[src/hdl/nsr_pkg.sv]
// nsr_pkg: shared types and constants for the newton square root block
// no dependencies; imported by the register port, divider and top level
`timescale 1ns / 1ps

package nsr_pkg;

	// apb register map
	localparam int unsigned APB_ADDR_W = 3;
	localparam int unsigned APB_DATA_W = 32;
	localparam logic [APB_ADDR_W-3:0] REG_TOLERANCE = 1'b0;
	localparam logic [31:0] TOLERANCE_RESET = 32'd1;

	// fixed port widths
	localparam int unsigned RADICAND_W = 32;
	localparam int unsigned ROOT_W = 32;
	localparam int unsigned TOLERANCE_W = 32;

	// sequencer states
	typedef enum logic [4:0] {
		ST_IDLE  = 5'b00001,
		ST_DIV   = 5'b00010,
		ST_DIFF  = 5'b00100,
		ST_CHECK = 5'b01000,
		ST_DONE  = 5'b10000
	} state_t;

	// handshake between sequencer and divider
	typedef struct packed {
		logic start;
	} div_req_t;

	typedef struct packed {
		logic done;
		logic busy;
	} div_rsp_t;

endpackage

[src/hdl/nsr_apb_regs.sv]
// nsr_apb_regs: apb register port holding the convergence tolerance
// depends on nsr_pkg
`timescale 1ns / 1ps

module nsr_apb_regs import nsr_pkg::*; (
	input  logic                   clk,
	input  logic                   arst_n,
	input  logic                   psel,
	input  logic                   penable,
	input  logic                   pwrite,
	input  logic [APB_ADDR_W-1:0]  paddr,
	input  logic [APB_DATA_W-1:0]  pwdata,
	output logic [APB_DATA_W-1:0]  prdata,
	output logic                   pready,
	output logic [TOLERANCE_W-1:0] tolerance
);

	logic [TOLERANCE_W-1:0] tolerance_q;
	logic                   hit;

	// word address decode, byte lanes ignored
	assign hit    = (paddr[APB_ADDR_W-1:2] == REG_TOLERANCE);
	assign pready = 1'b1;

	always_ff @(posedge clk or negedge arst_n) begin
		if (!arst_n) begin
			tolerance_q <= TOLERANCE_RESET;
		end else if (psel && penable && pwrite && pready && hit) begin
			tolerance_q <= pwdata;
		end
	end

	assign prdata    = hit ? tolerance_q : '0;
	assign tolerance = tolerance_q;

endmodule

[src/hdl/nsr_div.sv]
// nsr_div: restoring fixed-point divider, one quotient bit per cycle
// computes floor(a * 2^frac / g) saturated to all ones; depends on nsr_pkg
`timescale 1ns / 1ps

module nsr_div import nsr_pkg::*; #(
	parameter int unsigned DATA_WIDTH = 32,
	parameter int unsigned FRAC_BITS  = 16
) (
	input  logic                  clk,
	input  logic                  arst_n,
	input  div_req_t              req,
	input  logic [DATA_WIDTH-1:0] dividend,
	input  logic [DATA_WIDTH-1:0] divisor,
	output div_rsp_t              rsp,
	output logic [DATA_WIDTH-1:0] quotient
);

	localparam int unsigned SW = DATA_WIDTH + FRAC_BITS;
	localparam int unsigned CW = $clog2(SW + 1);

	logic [SW-1:0]         shift_q;
	logic [DATA_WIDTH-1:0] rem_q;
	logic [DATA_WIDTH-1:0] quo_q;
	logic [DATA_WIDTH-1:0] g_q;
	logic                  sat_q;
	logic [CW-1:0]         cnt_q;
	logic                  busy_q;
	logic                  done_q;

	logic [DATA_WIDTH:0]   rem_sh;
	logic [DATA_WIDTH:0]   rem_sub;
	logic                  fits;
	logic [DATA_WIDTH-1:0] quo_next;
	logic [DATA_WIDTH-1:0] rem_next;

	always_comb begin
		rem_sh   = {rem_q, shift_q[SW-1]};
		rem_sub  = rem_sh - {1'b0, g_q};
		fits     = (rem_sh >= {1'b0, g_q});
		quo_next = {quo_q[DATA_WIDTH-2:0], fits};
		rem_next = fits ? rem_sub[DATA_WIDTH-1:0] : rem_sh[DATA_WIDTH-1:0];
	end

	always_ff @(posedge clk or negedge arst_n) begin
		if (!arst_n) begin
			busy_q <= 1'b0;
			done_q <= 1'b0;
			cnt_q  <= '0;
		end else begin
			done_q <= 1'b0;
			if (req.start) begin
				busy_q <= 1'b1;
				cnt_q  <= CW'(SW);
			end else if (busy_q) begin
				cnt_q <= cnt_q - CW'(1);
				if (cnt_q == CW'(1)) begin
					busy_q <= 1'b0;
					done_q <= 1'b1;
				end
			end
		end
	end

	// datapath, no reset needed
	always_ff @(posedge clk) begin
		if (req.start) begin
			shift_q <= {dividend, {FRAC_BITS{1'b0}}};
			g_q     <= divisor;
			rem_q   <= '0;
			quo_q   <= '0;
			sat_q   <= 1'b0;
		end else if (busy_q) begin
			shift_q <= {shift_q[SW-2:0], 1'b0};
			rem_q   <= rem_next;
			quo_q   <= quo_next;
			// a one about to leave the top means the quotient overflows
			if (quo_q[DATA_WIDTH-1]) begin
				sat_q <= 1'b1;
			end
		end
	end

	assign quotient = sat_q ? '1 : quo_q;
	assign rsp.done = done_q;
	assign rsp.busy = busy_q;

endmodule

[src/hdl/newton_square_root.sv]
// newton_square_root: top level, sequencer around the shared divider
// depends on nsr_pkg, nsr_apb_regs and nsr_div
`timescale 1ns / 1ps
//
// usage
//   s_* channel: one radicand item per handshake, s_tdata[31:0] = radicand
//   (unsigned, FRAC_BITS fraction bits). m_* channel: one result item per
//   radicand, m_tdata[31:0] = root, m_tuser[0] = limit_hit.
//   apb port: tolerance register at byte address 0, write only while idle.
// sequence
//   each newton step runs one division on the shared divider, then the sum,
//   difference and test; an item takes at most MAX_ITER steps.
//   s_tready is high only while the sequencer is idle; one item at a time.
// reset
//   arst_n clears the sequencer, divider and output valid; tolerance -> 1.
// stall
//   a finished result waits in the output register; the next item can be
//   taken meanwhile, but its own result waits until m_tready frees the slot.

module newton_square_root import nsr_pkg::*; #(
	parameter int unsigned FRAC_BITS  = 16,
	parameter int unsigned DATA_WIDTH = 32,
	parameter int unsigned MAX_ITER   = 64
) (
	input  logic                  clk,
	input  logic                  arst_n,
	// apb configuration
	input  logic                  psel,
	input  logic                  penable,
	input  logic                  pwrite,
	input  logic [APB_ADDR_W-1:0] paddr,
	input  logic [APB_DATA_W-1:0] pwdata,
	output logic [APB_DATA_W-1:0] prdata,
	output logic                  pready,
	// input items
	input  logic                  s_tvalid,
	output logic                  s_tready,
	input  logic [RADICAND_W-1:0] s_tdata,   // [31:0] radicand
	// result items
	output logic                  m_tvalid,
	input  logic                  m_tready,
	output logic [ROOT_W-1:0]     m_tdata,   // [31:0] root
	output logic                  m_tuser    // [0] limit_hit
);

	localparam int unsigned DW = DATA_WIDTH;
	localparam int unsigned XW = (DW > 32) ? DW : 32;
	localparam int unsigned NW = $clog2(MAX_ITER + 1);
	localparam logic [DW-1:0] FIX_ONE = DW'(1) << FRAC_BITS;

	state_t state_q;

	logic [TOLERANCE_W-1:0] tolerance;
	logic [DW-1:0]          a_q;
	logic [DW-1:0]          prev_q;
	logic [DW-1:0]          next_q;
	logic [DW-1:0]          diff_q;
	logic [NW-1:0]          steps_q;
	logic                   flag_q;
	logic                   start_q;

	logic                   m_valid_q;
	logic [ROOT_W-1:0]      m_root_q;
	logic                   m_flag_q;

	div_req_t               div_req;
	div_rsp_t               div_rsp;
	logic [DW-1:0]          quo;

	logic [XW-1:0]          rad_x;
	logic [XW-1:0]          root_x;
	logic [XW-1:0]          diff_x;
	logic [XW-1:0]          tol_x;
	logic [DW:0]            sum;
	logic                   in_acc;
	logic                   out_free;

	nsr_apb_regs u_regs (
		.clk       (clk),
		.arst_n    (arst_n),
		.psel      (psel),
		.penable   (penable),
		.pwrite    (pwrite),
		.paddr     (paddr),
		.pwdata    (pwdata),
		.prdata    (prdata),
		.pready    (pready),
		.tolerance (tolerance)
	);

	assign div_req.start = start_q;

	nsr_div #(
		.DATA_WIDTH (DW),
		.FRAC_BITS  (FRAC_BITS)
	) u_div (
		.clk      (clk),
		.arst_n   (arst_n),
		.req      (div_req),
		.dividend (a_q),
		.divisor  (prev_q),
		.rsp      (div_rsp),
		.quotient (quo)
	);

	always_comb begin
		rad_x  = XW'(s_tdata);
		root_x = XW'(next_q);
		diff_x = XW'(diff_q);
		tol_x  = XW'(tolerance);
		sum    = {1'b0, prev_q} + {1'b0, quo};
	end

	assign s_tready = (state_q == ST_IDLE);
	assign in_acc   = s_tvalid && s_tready;
	assign out_free = !m_valid_q || m_tready;

	always_ff @(posedge clk or negedge arst_n) begin
		if (!arst_n) begin
			state_q   <= ST_IDLE;
			start_q   <= 1'b0;
			steps_q   <= '0;
			m_valid_q <= 1'b0;
		end else begin
			start_q <= 1'b0;
			if (m_valid_q && m_tready) begin
				m_valid_q <= 1'b0;
			end
			case (state_q)
				ST_IDLE: begin
					if (in_acc) begin
						steps_q <= NW'(1);
						// a zero starting guess ends at once with root zero
						if (FIX_ONE == '0) begin
							state_q <= ST_DONE;
						end else begin
							start_q <= 1'b1;
							state_q <= ST_DIV;
						end
					end
				end
				ST_DIV: begin
					if (div_rsp.done) begin
						state_q <= ST_DIFF;
					end
				end
				ST_DIFF: begin
					state_q <= ST_CHECK;
				end
				ST_CHECK: begin
					if (diff_x < tol_x || next_q == '0 || steps_q >= NW'(MAX_ITER)) begin
						state_q <= ST_DONE;
					end else begin
						steps_q <= steps_q + NW'(1);
						start_q <= 1'b1;
						state_q <= ST_DIV;
					end
				end
				ST_DONE: begin
					if (out_free) begin
						m_valid_q <= 1'b1;
						state_q   <= ST_IDLE;
					end
				end
				default: begin
					state_q <= ST_IDLE;
				end
			endcase
		end
	end

	// datapath registers
	always_ff @(posedge clk) begin
		case (state_q)
			ST_IDLE: begin
				if (in_acc) begin
					a_q    <= rad_x[DW-1:0];
					prev_q <= FIX_ONE;
					next_q <= '0;
					flag_q <= 1'b0;
				end
			end
			ST_DIV: begin
				if (div_rsp.done) begin
					next_q <= sum[DW:1];
				end
			end
			ST_DIFF: begin
				diff_q <= (next_q >= prev_q) ? (next_q - prev_q) : (prev_q - next_q);
			end
			ST_CHECK: begin
				if (diff_x < tol_x || next_q == '0) begin
					flag_q <= 1'b0;
				end else if (steps_q >= NW'(MAX_ITER)) begin
					flag_q <= 1'b1;
				end else begin
					prev_q <= next_q;
				end
			end
			ST_DONE: begin
				if (out_free) begin
					m_root_q <= root_x[ROOT_W-1:0];
					m_flag_q <= flag_q;
				end
			end
			default: begin
			end
		endcase
	end

	assign m_tvalid = m_valid_q;
	assign m_tdata  = m_root_q;
	assign m_tuser  = m_flag_q;

endmodule

[config.mk]
export PLATFORM = sky130hd
export DESIGN_NAME = newton_square_root
export DESIGN_NICKNAME = d
export VERILOG_FILES = /design/src/hdl/nsr_pkg.sv /design/src/hdl/nsr_apb_regs.sv /design/src/hdl/nsr_div.sv /design/src/hdl/newton_square_root.sv
export SDC_FILE = /design/constraint.sdc
export NUM_CORES = 1
export LEC_CHECK = 0
export ABC_CLOCK_PERIOD_IN_PS = 5000
export BUFFER_PORTS_ARGS = -buffer_cell sky130_fd_sc_hd__clkbuf_2
export CORE_UTILIZATION = 50
export DETAILED_ROUTE_END_ITERATION = 16
export PLACE_DENSITY_LB_ADDON = 0.05
export SLEW_MARGIN = 20
export SYNTH_ARGS = -nofsm -noshare
export SYNTH_HDL_FRONTEND = slang
export SYNTH_SLANG_ARGS = --single-unit
[constraint.sdc]
create_clock -name clk -period 5 [get_ports clk]
set_input_delay 0.25 -clock clk [delete_from_list [all_inputs] [get_ports clk]]
set_output_delay 0.25 -clock clk [all_outputs]
set_load 0.02 [all_outputs]
==> results by group <==
Outcome
  – Outcome: complete, no violations

Synthesis
  – Syn Nets: between 2000 and 2500
  – Syn Inst Count: approximately 1900
  – Share of Yosys cell area claimed by the top area cell type: roughly 34%
  – Register area share after synthesis: roughly 47%
  – Async SR Flop Fraction: between 10% and 20%
  – Post-synth design cell area: 0.0201 mm²
  – Yosys cell types: 81
  – Mapped Avg Cell Area: around 10 µm²
  – EDFF count, synth: 226
  – Post-synthesis sequential element count: between 300 and 400
  – Main synth FF type: edfxtp_1
  – Top area cells in the synthesized netlist: edfxtp_1 34%, ha_1 10%, dfrtp_1 6.5%, dfxtp_1 6.5%, nor2_1 4.3%
  – Post-synth top area cell: edfxtp_1
  – Synth warnings: 0

Die
  – Initial Util: approximately half
  – Rows: 73
  – Die H: between 200 and 250 µm
  – Ports: 142
  – Core Area: approximately 0.040 mm²
  – Die Area: 0.0411 mm²
  – Die X: about 200 µm

Drt
  – ANT nets after route: 0
  – Initial DRT Pass Iterations: 5
  – Final wirelength: 51.0 mm
  – Wirelength per Cell: roughly 19 µm
  – Initial drt markers: roughly 980
  – Via count: 14900
  – DRC Markers: 0
  – Via-per-instance ratio: 5.53

Cells and area
  – Nets: between 2000 and 2500
  – Antenna Diode Count: 0
  – Final Util: 58.7%
  – Layout cells sized above 1: 15.8%
  – Area growth from synthesis to layout: 16.0%
  – Fill cells: 3486
  – Most frequent cells in the layout: 232 x nor2_1, 226 x edfxtp_1, 167 x inv_1
  – Most common cell after layout, fill and taps aside: nor2_1

Worst setup path
  – Crit end category: flop
  – Critical Path RT: about 5.3 ns
  – Worst r2r path cells: 13
  – FF-to-FF Start: u_div.sat_q
  – Worst reg2reg setup slack: 0.89 ns
  – Worst Path Arrival: roughly 4.4 ns
  – CP Launch Type: flop
  – Reg2reg end: next_q[29]
  – Kind of critical path: flop to flop
  – Worst Path Max Fanout: 23

Power
  – Leak: around 11 nW
  – Pwr Density: 580 mW/mm²
  – Max VDD drop: 0.333 mV

Global route
  – Grt total ovfl: 0
  – GRT Overall Usage: 25.1%
  – Largest net degree at the start of global routing: between 70 and 80
  – Vias in the first global route: between 10000 and 15000
  – Initial antenna violation count: 0
  – First-pass GRT wire length: about 80 mm

STA
  – Final min period: slightly above 4 ns
  – Count of pins over their slew limit: 0
  – Clock Skews: around 0.018 ns
  – Hold Vio Cnt, Final: 0
  – Final worst path period share: 82.2%
  – RSZ-0062 raised after global routing: no
  – Setup-failing EPs final: 0
  – Worst slew pin tran: between 0.9 and 1 ns
  – Slew headroom: between 30% and 40%
  – Fmax: about 240 MHz
  – Hold WS: 0.369 ns
  – Setup TNS: 0 ns

CTS
  – Clock slew at reported path FFs: ~0.060 ns
  – Clock root cell: clkbuf_16
  – Worst-skew pair later-pin latency: 0.57 ns
  – # clock sinks: ~350
  – CTS Buf Count: just over 40
  – CTS tree: built
  – Max Root-Sink Buffers: 3
  – H-tree depth: 2
  – Postcts setup bufs: 0

Place
  – GP Congestion: between 0.9 and 1
  – Port buffer count: about 140
  – Post-DP HPWL: around 38 mm

Flow run
  – Max Cap Viol: 0

Min path
  – HP Class: primary input to async pin
-- report_power, final --
group | switching (W) | total, W | internal, W | leakage (nW)
logic | 0.00337 | 0.00595 | 0.00258 | 6.70
registers | 0.000610 | 0.00461 | 0.00400 | 3.34
clock network | 0.00122 | 0.00296 | 0.00174 | 0.636
total | 0.00521 | 0.0135 | 0.00832 | 10.7
-- layer usage --
layer,GRT usage [%],share of wire [%]
met5,0,0
met4,7.25,2.2
met3,3.11,4.4
met2,38.3,44
met1,37.2,49
-- kinds of logic (layout without fill, tap and decap cells) --
| kind of cell | Yosys count | in the layout | synth area share (%) |
|---|---|---|---|
| compound gates | 460 | 460 | 15.3 |
| simple gates | 517 | 517 | 12.3 |
| flops | 345 | 345 | 46.9 |
| mux | 124 | 124 | 6.56 |
| other cells | 1 | 1 | 0.0186 |
| xor+xnor | 86 | 86 | 3.74 |
| fa+ha+maj | 165 | 165 | 10.4 |
| buf+inv | 249 | 469 | 4.79 |
-- synthesized netlist by cell type, drive strengths merged (7+ instances only) --
master / n
mux2: 63
o21ai: 78
o21a: 20
xnor2: 44
nand4: 25
dfxtp: 65
ha: 161
nand3b: 7
edfxtp: 226
o31ai: 15
nand2b: 23
dfrtp: 52
nor3: 22
nor2b: 15
nor2: 232
a21oi: 127
a21o: 79
nand2: 73
and2: 9
xor2: 42
clkbuf: 57
mux2i: 61
nand3: 24
and3: 17
o21bai: 13
nor4: 11
buf: 25
or2: 36
o211ai: 12
inv: 167
a31oi: 14
a211oi: 42
-- worst max path at each step --
| stage | cells past startpoint | slack, ns | from | endpoint |
|---|---|---|---|---|
| after floorplan | 3 | 1.30 | state_q[4] | next_q[0] |
| after global placement | 13 | 0.94 | u_div.sat_q | next_q[29] |
| after detailed placement | 13 | 0.90 | u_div.sat_q | next_q[29] |
| after CTS | 13 | 0.89 | u_div.sat_q | next_q[29] |
| after global routing | 13 | 0.60 | u_div.sat_q | next_q[29] |
| final | 13 | 0.89 | u_div.sat_q | next_q[29] |
-- flip-flops by register name, summed over array words and instances (netlist names) --
name	cells
a_q	32
diff_q	32
div_req	1
flag_q	1
m_tdata	32
m_tuser	1
m_tvalid	1
next_q	32
prev_q	32
state_q	5
steps_q	7
u_div.busy_q	1
u_div.cnt_q	6
u_div.done_q	1
u_div.g_q	32
u_div.quo_q	32
u_div.rem_q	32
u_div.sat_q	1
u_div.shift_q	32
u_regs.tolerance	32
-- worst max-delay path: stages, from the launching register on --
cell	delay, ns
dfxtp_1	0.44
buf_4	0.26
or2_2	0.29
ha_1	0.37
and4_1	0.26
nand2_1	0.09
a2111oi_0	0.74
nor3_1	0.22
o31ai_1	0.42
o21bai_1	0.14
nand3b_1	0.21
o21ai_0	0.22
xnor2_1	0.14
nor2_1	0.05
-- layout make-up --
cell class                      count  area [µm²]  share of cell area [%]
Sequential cell                   345        9450                    40.5
Clock buffer                       51        1060                    4.56
Tap cell                          525         657                    2.81
Multi-Input combinational cell   1353        9730                    41.7
Clock inverter                     25         280                    1.20
Inverter                          167         627                    2.69
Timing Repair Buffer              226        1530                    6.56
-- what timing repair did --
item                      4_1_cts  5_1_grt
hold buffers                   67        0
resized for setup               0        0
hold endpoints to repair      119        0
-- stage by stage --
| step | cells | cell area [µm²] | setup WS [ns] | total power (W) |
|---|---|---|---|---|
| 6_report | 2692 | 23300 | 0.890 | 0.0135 |
| 5_1_grt | 2692 | 23300 | 0.595 | 0.0145 |
| 4_1_cts | 2692 | 23300 | 0.887 | 0.0136 |
| 3_5_place_dp | 2549 | 21300 | 0.901 | 0.0105 |
| 3_3_place_gp | 2549 | 21300 | 0.943 | 0.0104 |
| 2_1_floorplan | 1947 | 20100 | 1.30 | 0.00903 |
(Power assumes the default switching activity.)
